`src/design/fha_pkg.sv`:
```
package fha_pkg;

  // Default sizing of the heap
  localparam int PAGE_BYTES_DEF   = 4096;
  localparam int MAX_PAGES_DEF    = 64;
  localparam int MAX_BLOCKS_DEF   = 64;
  localparam int HEADER_BYTES_DEF = 32;
  localparam int STATS_BYTES_DEF  = 16;

  // Fixed widths of the stream fields
  localparam int REQ_W   = 18;
  localparam int COUNT_W = 7;

  // Item kinds
  localparam logic KIND_ALLOC = 1'b0;
  localparam logic KIND_FREE  = 1'b1;

  typedef enum logic [1:0] {
    ST_OK  = 2'd0,
    ST_BAD = 2'd1,
    ST_OOM = 2'd2
  } status_t;

  typedef struct packed {
    status_t              status;
    logic [REQ_W-1:0]     granted_offset;
    logic [COUNT_W-1:0]   pages_in_use;
    logic [COUNT_W-1:0]   blocks_in_use;
  } fha_result_t;

endpackage

```
`src/design/fha_mem.sv`:
```
module fha_mem import fha_pkg::*; #(
  parameter int DEPTH = MAX_BLOCKS_DEF,
  parameter int DW    = 39
) (
  input  logic                     clk,
  input  logic [$clog2(DEPTH)-1:0] rd_addr,
  output logic [DW-1:0]            rd_data,
  input  logic                     wr_en,
  input  logic [$clog2(DEPTH)-1:0] wr_addr,
  input  logic [DW-1:0]            wr_data
);

  logic [DW-1:0] mem [DEPTH];

  // One write port, one registered read port
  always_ff @(posedge clk) begin
    if (wr_en) begin
      mem[wr_addr] <= wr_data;
    end
    rd_data <= mem[rd_addr];
  end

endmodule

```
`src/design/fha_ctrl.sv`:
```
module fha_ctrl import fha_pkg::*; #(
  parameter int PAGE_BYTES   = PAGE_BYTES_DEF,
  parameter int MAX_PAGES    = MAX_PAGES_DEF,
  parameter int MAX_BLOCKS   = MAX_BLOCKS_DEF,
  parameter int HEADER_BYTES = HEADER_BYTES_DEF,
  parameter int STATS_BYTES  = STATS_BYTES_DEF,
  localparam int W     = $clog2(PAGE_BYTES * MAX_PAGES + 1),
  localparam int DW    = 2 * W + 1,
  localparam int IDX_W = $clog2(MAX_BLOCKS)
) (
  input  logic              clk,
  input  logic              rst,
  input  logic              in_valid,
  output logic              in_ready,
  input  logic              in_kind,
  input  logic [REQ_W-1:0]  in_req,
  input  logic [REQ_W-1:0]  in_off,
  output logic              res_valid,
  input  logic              res_ready,
  output fha_result_t       res,
  output logic [IDX_W-1:0]  mem_rd_addr,
  input  logic [DW-1:0]     mem_rd_data,
  output logic              mem_wr_en,
  output logic [IDX_W-1:0]  mem_wr_addr,
  output logic [DW-1:0]     mem_wr_data
);

  localparam int CW    = ((W > REQ_W) ? W : REQ_W) + 2;
  localparam int CNT_W = $clog2(MAX_BLOCKS + 1);
  localparam int PG_W  = $clog2(MAX_PAGES + 1);

  localparam logic [W-1:0]  PAGE_C  = W'(PAGE_BYTES);
  localparam logic [W-1:0]  HDR_C   = W'(HEADER_BYTES);
  localparam logic [CW-1:0] HDR_CW  = CW'(HEADER_BYTES);
  localparam logic [W-1:0]  STATS_C = W'(STATS_BYTES);

  typedef struct packed {
    logic [W-1:0] start;
    logic [W-1:0] len;
    logic         used;
  } entry_t;

  typedef enum logic [4:0] {
    S_INIT, S_IDLE, S_SCAN_RD, S_SCAN_CHK, S_GROW, S_NEXT_RD, S_NEXT_CHK,
    S_MERGE, S_SHUP_RD, S_SHUP_WR, S_WR_A, S_WR_B, S_SHDN_RD, S_SHDN_WR,
    S_LAST_RD, S_LAST_CHK, S_SHRINK, S_WR_L, S_DONE
  } state_t;

  state_t              state;
  logic                kind;
  logic [REQ_W-1:0]    req;
  logic [REQ_W-1:0]    off;
  logic [CW-1:0]       need;
  logic [CNT_W-1:0]    total;
  logic [PG_W-1:0]     pages;
  logic [W-1:0]        top_addr;
  logic [CNT_W-1:0]    idx;
  logic [CNT_W-1:0]    ridx;
  logic [CNT_W-1:0]    widx;
  entry_t              cur;
  entry_t              prev;
  entry_t              wa;
  entry_t              wb;
  logic [CNT_W-1:0]    aa;
  logic [CNT_W-1:0]    ab;
  logic                two;
  logic                nfree;
  logic [1:0]          drops;
  logic [CW-1:0]       len_t;
  logic [PG_W-1:0]     pages_t;
  logic [W-1:0]        end_t;
  status_t             status;
  logic [W-1:0]        granted;

  entry_t              rd_e;
  logic                fit;
  logic                is_last;
  logic                hit;

  assign rd_e    = entry_t'(mem_rd_data);
  assign fit     = !rd_e.used && (CW'(rd_e.len) >= CW'(req));
  assign is_last = ({1'b0, idx} + 1'b1) == {1'b0, total};
  assign hit     = (CW'(rd_e.start) + HDR_CW) == CW'(off);

  assign in_ready    = (state == S_IDLE);
  assign res_valid   = (state == S_DONE);
  assign mem_rd_addr = ridx[IDX_W-1:0];

  assign res.status         = status;
  assign res.granted_offset = REQ_W'(granted);
  assign res.pages_in_use   = COUNT_W'(pages);
  assign res.blocks_in_use  = COUNT_W'(total);

  // Drive the write port from the current state
  always_comb begin
    mem_wr_en   = 1'b0;
    mem_wr_addr = aa[IDX_W-1:0];
    mem_wr_data = DW'(wa);
    unique case (state)
      S_INIT: begin
        mem_wr_en   = 1'b1;
        mem_wr_addr = '0;
        mem_wr_data = DW'({STATS_C, PAGE_C - STATS_C - HDR_C, 1'b0});
      end
      S_WR_A, S_WR_L: begin
        mem_wr_en = 1'b1;
      end
      S_WR_B: begin
        mem_wr_en   = 1'b1;
        mem_wr_addr = ab[IDX_W-1:0];
        mem_wr_data = DW'(wb);
      end
      S_SHUP_WR, S_SHDN_WR: begin
        mem_wr_en   = 1'b1;
        mem_wr_addr = widx[IDX_W-1:0];
        mem_wr_data = mem_rd_data;
      end
      default: begin
        mem_wr_en = 1'b0;
      end
    endcase
  end

  always_ff @(posedge clk) begin
    if (rst) begin
      state    <= S_INIT;
      total    <= CNT_W'(1);
      pages    <= PG_W'(1);
      top_addr <= PAGE_C;
    end else begin
      unique case (state)
        // Table holds one free block after reset
        S_INIT: begin
          state <= S_IDLE;
        end

        S_IDLE: begin
          if (in_valid) begin
            kind    <= in_kind;
            req     <= in_req;
            off     <= in_off;
            need    <= CW'(in_req) + HDR_CW + CW'(1);
            granted <= '0;
            idx     <= '0;
            ridx    <= '0;
            if (in_kind == KIND_ALLOC && in_req == '0) begin
              status <= ST_BAD;
              state  <= S_DONE;
            end else begin
              state <= S_SCAN_RD;
            end
          end
        end

        S_SCAN_RD: begin
          state <= S_SCAN_CHK;
        end

        // Walk the table in address order
        S_SCAN_CHK: begin
          cur  <= rd_e;
          prev <= cur;
          if (kind == KIND_ALLOC) begin
            if ((fit && !is_last)) begin
              granted <= rd_e.start + HDR_C;
              status  <= ST_OK;
              if (CW'(rd_e.len) >= need && total < CNT_W'(MAX_BLOCKS)) begin
                wa    <= '{start: rd_e.start, len: W'(req), used: 1'b1};
                aa    <= idx;
                wb    <= '{start: rd_e.start + HDR_C + W'(req),
                           len: rd_e.len - W'(req) - HDR_C, used: 1'b0};
                ab    <= idx + 1'b1;
                two   <= 1'b1;
                widx  <= total;
                ridx  <= total - 1'b1;
                state <= S_SHUP_RD;
              end else begin
                wa    <= '{start: rd_e.start, len: rd_e.len, used: 1'b1};
                aa    <= idx;
                two   <= 1'b0;
                state <= S_WR_A;
              end
            end else if (is_last) begin
              if (total >= CNT_W'(MAX_BLOCKS)) begin
                status <= ST_OOM;
                state  <= S_DONE;
              end else begin
                len_t   <= CW'(rd_e.len);
                pages_t <= pages;
                end_t   <= top_addr;
                state   <= S_GROW;
              end
            end else begin
              idx   <= idx + 1'b1;
              ridx  <= idx + 1'b1;
              state <= S_SCAN_RD;
            end
          end else begin
            if (hit) begin
              if (!rd_e.used) begin
                status <= ST_BAD;
                state  <= S_DONE;
              end else if (is_last) begin
                nfree <= 1'b0;
                state <= S_MERGE;
              end else begin
                ridx  <= idx + 1'b1;
                state <= S_NEXT_RD;
              end
            end else if (is_last) begin
              status <= ST_BAD;
              state  <= S_DONE;
            end else begin
              idx   <= idx + 1'b1;
              ridx  <= idx + 1'b1;
              state <= S_SCAN_RD;
            end
          end
        end

        // Add pages to the last block until the split fits or the page limit is reached
        S_GROW: begin
          if (len_t >= need) begin
            pages    <= pages_t;
            top_addr <= end_t;
            status   <= ST_OK;
            granted  <= cur.start + HDR_C;
            wa       <= '{start: cur.start, len: W'(req), used: 1'b1};
            aa       <= idx;
            wb       <= '{start: cur.start + HDR_C + W'(req),
                          len: W'(len_t) - W'(req) - HDR_C, used: 1'b0};
            ab       <= idx + 1'b1;
            two      <= 1'b1;
            state    <= S_WR_A;
          end else if (pages_t == PG_W'(MAX_PAGES)) begin
            status <= ST_OOM;
            state  <= S_DONE;
          end else begin
            len_t   <= len_t + CW'(PAGE_C);
            pages_t <= pages_t + 1'b1;
            end_t   <= end_t + PAGE_C;
          end
        end

        S_NEXT_RD: begin
          state <= S_NEXT_CHK;
        end

        // Absorb a free right neighbor
        S_NEXT_CHK: begin
          nfree <= !rd_e.used;
          if (!rd_e.used) begin
            cur.len <= cur.len + HDR_C + rd_e.len;
          end
          state <= S_MERGE;
        end

        // Absorb a free left neighbor, or else mark the block free in place
        S_MERGE: begin
          status <= ST_OK;
          if (idx != '0 && !prev.used) begin
            wa    <= '{start: prev.start, len: prev.len + HDR_C + cur.len, used: 1'b0};
            aa    <= idx - 1'b1;
            drops <= 2'd1 + {1'b0, nfree};
          end else begin
            wa    <= '{start: cur.start, len: cur.len, used: 1'b0};
            aa    <= idx;
            drops <= {1'b0, nfree};
          end
          state <= S_WR_A;
        end

        // Open a slot by moving entries up, top first
        S_SHUP_RD: begin
          state <= S_SHUP_WR;
        end

        S_SHUP_WR: begin
          if (widx > idx + 2'd2) begin
            widx  <= widx - 1'b1;
            ridx  <= widx - 2'd2;
            state <= S_SHUP_RD;
          end else begin
            state <= S_WR_A;
          end
        end

        S_WR_A: begin
          if (kind == KIND_ALLOC) begin
            state <= two ? S_WR_B : S_DONE;
          end else if (drops != '0 &&
                       ({1'b0, aa} + 1'b1 + drops) < {1'b0, total}) begin
            widx  <= aa + 1'b1;
            ridx  <= CNT_W'({1'b0, aa} + 1'b1 + drops);
            state <= S_SHDN_RD;
          end else begin
            total <= total - CNT_W'(drops);
            ridx  <= total - CNT_W'(drops) - 1'b1;
            state <= S_LAST_RD;
          end
        end

        S_WR_B: begin
          total <= total + 1'b1;
          state <= S_DONE;
        end

        // Close the gap by moving entries down
        S_SHDN_RD: begin
          state <= S_SHDN_WR;
        end

        S_SHDN_WR: begin
          if (({1'b0, widx} + 1'b1 + drops) < {1'b0, total}) begin
            widx  <= widx + 1'b1;
            ridx  <= CNT_W'({1'b0, widx} + 1'b1 + drops);
            state <= S_SHDN_RD;
          end else begin
            total <= total - CNT_W'(drops);
            ridx  <= total - CNT_W'(drops) - 1'b1;
            state <= S_LAST_RD;
          end
        end

        S_LAST_RD: begin
          state <= S_LAST_CHK;
        end

        S_LAST_CHK: begin
          cur     <= rd_e;
          aa      <= ridx;
          end_t   <= top_addr;
          pages_t <= pages;
          len_t   <= CW'(rd_e.start) + HDR_CW + CW'(1);
          state   <= S_SHRINK;
        end

        // Release trailing pages one at a time
        S_SHRINK: begin
          if (pages_t > PG_W'(1) && CW'(end_t - PAGE_C) >= len_t) begin
            pages_t <= pages_t - 1'b1;
            end_t   <= end_t - PAGE_C;
          end else begin
            pages    <= pages_t;
            top_addr <= end_t;
            wa       <= '{start: cur.start, len: end_t - cur.start - HDR_C, used: 1'b0};
            state    <= S_WR_L;
          end
        end

        S_WR_L: begin
          state <= S_DONE;
        end

        S_DONE: begin
          if (res_ready) begin
            state <= S_IDLE;
          end
        end

        default: begin
          state <= S_IDLE;
        end
      endcase
    end
  end

endmodule

```
`src/design/first_fit_heap_allocator.sv`:
```
// Channel  Direction  Ports                       Contents
// s        in         s_tvalid s_tready s_tdata   request_bytes, payload_offset
//                     s_tuser                     kind
// m        out        m_tvalid m_tready m_tdata   status, granted_offset,
//                                                 pages_in_use, blocks_in_use
//
// One item at a time; the block table sits in a one-port-read memory.
// The table walk reads and checks entries in order up to the match; a split
// moves entries up and a merge moves them down, one entry at a time above the
// match; growth and page release go one page at a time.
// Reset is synchronous; the S_INIT state after reset writes the initial block.
// A result waits in the output register while the next item is accepted.
module first_fit_heap_allocator import fha_pkg::*; #(
  parameter int PAGE_BYTES   = PAGE_BYTES_DEF,
  parameter int MAX_PAGES    = MAX_PAGES_DEF,
  parameter int MAX_BLOCKS   = MAX_BLOCKS_DEF,
  parameter int HEADER_BYTES = HEADER_BYTES_DEF,
  parameter int STATS_BYTES  = STATS_BYTES_DEF
) (
  input  logic        clk,
  input  logic        rst,
  input  logic        s_tvalid,
  output logic        s_tready,
  input  logic [39:0] s_tdata,   // request_bytes[17:0], payload_offset[35:18]
  input  logic        s_tuser,   // kind
  output logic        m_tvalid,
  input  logic        m_tready,
  output logic [39:0] m_tdata    // status[1:0], granted_offset[19:2],
                                 // pages_in_use[26:20], blocks_in_use[33:27]
);

  localparam int W     = $clog2(PAGE_BYTES * MAX_PAGES + 1);
  localparam int DW    = 2 * W + 1;
  localparam int IDX_W = $clog2(MAX_BLOCKS);

  logic              res_valid;
  logic              res_ready;
  fha_result_t       res;
  logic [IDX_W-1:0]  rd_addr;
  logic [DW-1:0]     rd_data;
  logic              wr_en;
  logic [IDX_W-1:0]  wr_addr;
  logic [DW-1:0]     wr_data;
  fha_result_t       out_r;

  fha_ctrl #(
    .PAGE_BYTES  (PAGE_BYTES),
    .MAX_PAGES   (MAX_PAGES),
    .MAX_BLOCKS  (MAX_BLOCKS),
    .HEADER_BYTES(HEADER_BYTES),
    .STATS_BYTES (STATS_BYTES)
  ) u_ctrl (
    .clk        (clk),
    .rst        (rst),
    .in_valid   (s_tvalid),
    .in_ready   (s_tready),
    .in_kind    (s_tuser),
    .in_req     (s_tdata[17:0]),
    .in_off     (s_tdata[35:18]),
    .res_valid  (res_valid),
    .res_ready  (res_ready),
    .res        (res),
    .mem_rd_addr(rd_addr),
    .mem_rd_data(rd_data),
    .mem_wr_en  (wr_en),
    .mem_wr_addr(wr_addr),
    .mem_wr_data(wr_data)
  );

  fha_mem #(
    .DEPTH(MAX_BLOCKS),
    .DW   (DW)
  ) u_mem (
    .clk    (clk),
    .rd_addr(rd_addr),
    .rd_data(rd_data),
    .wr_en  (wr_en),
    .wr_addr(wr_addr),
    .wr_data(wr_data)
  );

  assign res_ready = !m_tvalid || m_tready;

  // Hold the result until the sink takes the transfer
  always_ff @(posedge clk) begin
    if (rst) begin
      m_tvalid <= 1'b0;
    end else if (res_ready) begin
      m_tvalid <= res_valid;
    end
  end

  always_ff @(posedge clk) begin
    if (res_ready && res_valid) begin
      out_r <= res;
    end
  end

  assign m_tdata = {6'd0, out_r.blocks_in_use, out_r.pages_in_use,
                    out_r.granted_offset, out_r.status};

endmodule

```
`config.mk`:
```
export PLATFORM = sky130hd
export DESIGN_NAME = first_fit_heap_allocator
export DESIGN_NICKNAME = d
export VERILOG_FILES = /design/src/design/fha_pkg.sv /design/src/design/fha_mem.sv /design/src/design/fha_ctrl.sv /design/src/design/first_fit_heap_allocator.sv
export SDC_FILE = /design/constraint.sdc
export NUM_CORES = 2
export LEC_CHECK = 0
export ABC_CLOCK_PERIOD_IN_PS = 20600
export BUFFER_PORTS_ARGS = -buffer_cell sky130_fd_sc_hd__buf_4
export CAP_MARGIN = 15
export CORE_ASPECT_RATIO = 0.7
export CORE_UTILIZATION = 40
export CTS_BUF_LIST = sky130_fd_sc_hd__clkbuf_8
export DETAILED_ROUTE_END_ITERATION = 10
export PLACE_DENSITY = 0.58
export SLEW_MARGIN = 20
export SYNTH_ARGS = -nofsm -noshare
export SYNTH_HDL_FRONTEND = slang
export SYNTH_SLANG_ARGS = --single-unit
```
`constraint.sdc`:
```
create_clock -name clk -period 20.6 [get_ports clk]
set_clock_uncertainty 0.2 [all_clocks]
set_input_delay 2.06 -clock clk [delete_from_list [all_inputs] [get_ports clk]]
set_output_delay 2.06 -clock clk [all_outputs]
set_load 0.05 [all_outputs]
```
### After elaboration in Yosys (flattened, before gate mapping)

Memory sizes are Yosys's and may differ from the RTL's. A register that Yosys moved wholly into a read port is not among the register bits.
Cells that the tools add are included.

* output and inout bits: 42
* memories: 1
* register bits after elaboration: 392
* logic and storage cells: 338
* input port bits: 45
* RAM bits: 2496

* bitwise gates (word level): 2
* equal/unequal tests: 54
* reduce and logical (&&, ||, !) cells: 55
* muxes and demuxes: 136
* $add $sub $neg: 41
* magnitude comparators: 10

Memories
* u_mem.mem: words 64, bits a word 39, rd ports 1, clocked after Yosys merged registers in 1, wr ports 1, line fha_mem.sv:13 `logic [DW-1:0] mem [DEPTH];`

Operator list (count)
* two-way mux 39 bit: 9
* two-way mux 7 bit: 38
* two-way mux 19 bit: 10
* case mux 39 bit (4 select lines): 1
* two-way mux 21 bit: 6
* case mux 39 bit (3 select lines): 1
* case mux 5 bit (17 select lines): 1
* case mux 7 bit (4 select lines): 3
* case mux 39 bit (2 select lines): 1
* adder 19 x 6 -> 19 bit (second input constant): 4
* case mux 19 bit (2 select lines): 2
* case mux 19 bit (4 select lines): 1
* two-way mux 5 bit: 15
* two-way mux 18 bit: 4
* case mux 21 bit (3 select lines): 1
* subtractor 19 x 6 -> 19 bit (second input constant): 3
* case mux 18 bit (3 select lines): 1
* adder 21 x 1 -> 21 bit (second input constant): 2
* greater-or-equal comparator 21 bit: 2
* == test 5 x 4 -> 1 bit (second input constant): 8
* adder 19 x 18 -> 19 bit: 2
* adder 19 bit: 2
* subtractor 19 x 18 -> 19 bit: 2
* adder 7 x 1 -> 7 bit (second input constant): 5
* 68 further kinds: 174

### Longest topological paths before layout

* word-level depth: 7
* depth in mapped cells: 20
* gate-level depth less buffers: 16

### Modules after synthesis

A second synthesis with hierarchy kept.

* cells, all modules: 7029
* area total of the unflattened synthesis: 123957.6 um^2

By module, submodules not included
* fha_mem: instances 1, area each 95683.0 um^2, seq. area each 75732.6 um^2, cells each 4130
* fha_ctrl: instances 1, area each 27149.8 um^2, seq. area each 10249.8 um^2, cells each 2853
* first_fit_heap_allocator: instances 1, area each 1124.8 um^2, seq. area each 1041.0 um^2, cells each 46

### Least setup slack after synthesis

Ideal clock, no wire load.

* path kind: in2reg
* start point: input port rst
* end point: register u_ctrl.ab[0] (enable)
* setup slack: 13.148 ns
* required time: 19.846 ns
* cell stages on the path: 3
* arrival: 6.697 ns
* library setup time: 0.554 ns
* buffers on the path: 2
* path through: clkbuf_1 > clkbuf_1 > nor4_1

* cells in the longest elaborated chain, start to end: 2

Ends and longest elaborated chain
* start: declaration: line first_fit_heap_allocator.sv:21 `input logic rst,`
* inverter 1 bit (no source line)
* AND reduction 6 bit (no source line)
* end signal: assignment: line fha_ctrl.sv:172 `ab <= idx + 1'b1;`
* end signal: assignment: line fha_ctrl.sv:232 `ab <= idx + 1'b1;`
* end: declaration: line fha_ctrl.sv:65 `logic [CNT_W-1:0] ab;`

Every way passes these cells.
A chain may end at the register's enable or synchronous reset.

==> results.toml <==
[cts]
clkSinkCount = 2925
numCtsBuffers = 427
post-cts-setup-buffers = 0
cts_root_buffer = "clkbuf_8"
cts_resized = 0
cts_buffer_depth = 4
insertion_delay_ns = 1.07
cts_tree = "built"
htree_num_levels = 5
clk_pin_slew_worst_paths_ns = 0.07
cts_hold_buf = 0

[setup_path]
critPathSlowestCell = "buf_4"
critPathTopFamily = "buffers and inverters"
path_class = "register to register"
crit_fanout = 61
crit_top_cell = "buf_4"
crit_buf_inv = 5
crit_required_ns = 21.26
cp-start-kind = "register"
cpPeakStageDelay_ns = 0.90
arrival_ns = 7.32
critPathCaptureType = "register"
crit_path_cell_trace = "buf_12 -> buf_4 -> buf_4 -> buf_4 -> buf_4 -> mux4_2 -> mux4_2 -> mux4_2"

[sta]
setup_viol = 0
fin_crit_sh_pct = 32.4
drv_slew = 0
relSlewSlack_pct = 21.8
hold_viol = 0
worst_pin_slew_ns = 1.17
clock.fmax_mhz = 150
min_period_ns = 6.67
fin_setup_tns_ns = 0
rsz0062_at_grt = "no"

[final_layout]
nNetsFinal = 7387
final_util_pct = 45.2
final_cell_mix = "2847 x edfxtp_1, 820 x mux4_2, 444 x clkbuf_8, 438 x inv_1, 324 x ha_1"
area.growth.synth_to_final_pct = 12.1
fin_area_um2 = 139000
drive_above_1_share_pct = 24.3
layout_commonest_cell = "edfxtp_1"

[floorplan]
dieArea_um2 = 312000
die_w_um = 667
core-area_um2 = 307000
die_y_um = 468
start_util_pct = 40.3
fp-row-count = 170
io_pins = 87

[flow_run]
cap_violations = 0

[placement]
io_buffer_count = 76
routabilityCongestion = 0.930
hpwl_um = 221000
placed_cell_area_um2 = 131000

[global_route]
grt_max_degree = 142
grt_pass1_wl_um = 508000
first_global_vias = 65600
grt_overflow = 0
antenna_found_initial = 22
grtUsageTotal_pct = 23.0

[yosys]
synth.distinct_cells = 88
netlist_instances = 6585
ys_warn_count = 0
avgSynthCellArea_um2 = 18.8
ys_seq_elements = 2925
synth_edf_count = 2847
synth_ff_type = "edfxtp_1"
synth_area_um2 = 124000
synth_seq_area_share_pct = 70.2
synthArstFlopShare_pct = 0

[power]
ir_worst_vdd_v = 0.0000740
power_mw = 18.2
p_leak_nw = 46.2
p_per_area_nw_per_um2 = 131

[drt]
routed_wl_um = 365000
dr.pass1.iters = 7
detail_route.wl_per_cell_um = 31.8
vias = 67900
ant_nets = 0
viasPerCell = 5.92
drt_iter0_markers = 9731
drc_errors = 0

[hold_path]
hold_path_class = "register to register"

[status]
status = "complete, no violations"
[synthesized netlist by cell type (all sizes together) (64+ instances only)]
library cell	number	area (um^2)
edfxtp	2847	85500
mux4	820	18500
ha	324	4050
inv	305	1140
nor2	273	1030
clkbuf	229	860
nand2	220	826
xnor2	155	1360
a21oi	154	771
o21ai	142	714
nand3	101	523
xor2	96	848
buf	92	430
dfxtp	78	1560
nor3	66	330
mux2i	64	641
[layer usage]
metal	part of all wire, %	track usage [%]	vias to the layer above
met1	45	36.2	36200
met2	42	32.3	3544
met3	11	5.81	413
li1	-	-	27700
met5	0	0	-
met4	1.7	4.53	0
[flip-flops by register name (all words and copies together), names as in the netlist, 18 cells and up]
signal / cells
u_ctrl.end_t: 19
u_ctrl.off: 18
u_ctrl.granted: 18
u_ctrl.wa: 39
u_ctrl.len_t: 21
m_tdata: 34
u_ctrl.top_addr: 19
u_ctrl.need: 20
u_ctrl.cur: 39
u_ctrl.req: 18
u_mem.rd_data: 39
u_mem.mem: 2496
u_ctrl.wb: 38
u_ctrl.prev: 39
[path summary, 6_finish.rpt]
kind | startpoint | end | slack, ns | cells after the start
max | u_ctrl.ridx[0] | u_mem.rd_data[27] | 13.93 | 8
min | u_ctrl.status[0] | m_tdata[0] | 0.21 | 0
max reg2reg | u_ctrl.ridx[0] | u_mem.rd_data[27] | 13.93 | 8
min reg2reg | u_ctrl.status[0] | m_tdata[0] | 0.21 | 0
[cells by family (layout without fill, tap and decap cells)]
logic type	count (synthesis)	after routing	share of synthesized area (%)
xor gates and xnor gates	251	251	1.78
DFF	2925	2925	70.2
other	1	10	0.00303
and+or+nand+nor	873	873	3.33
adders and majority gates	338	338	3.48
muxes	887	887	15.4
buffers and inverters	626	1381	1.96
AOI/OAI and AO/OA	684	684	3.77
[stage by stage]
step	hold WS (ns)	setup slack (ns)	std cells
2_1_floorplan	0.200	13.15	6591
3_3_place_gp	0.204	13.37	10700
3_5_place_dp	0.206	13.35	10700
4_1_cts	0.215	13.34	11500
5_1_grt	0.226	13.40	11500
6_report	0.210	13.93	11500
[where the power goes]
| part | switching, mW | leakage, nW | internal, mW | total [mW] |
|---|---|---|---|---|
| Sequential | 0.255 | 26.5 | 8.05 | 8.31 |
| Combinational | 3.59 | 15.2 | 1.79 | 5.38 |
| Clock | 2.28 | 4.59 | 2.20 | 4.48 |
[area by class of cell]
type	instances	area, um^2
Tap cell	4128	5160
Antenna cell	3	7.51
Timing Repair Buffer	307	2530
Sequential cell	2925	87100
Clock inverter	325	1830
Clock buffer	444	6110
Multi-Input combinational cell	3040	35200
Inverter	305	1140
Fill cell	26100	168000
No activity file was read; power rests on OpenSTA's default activity.
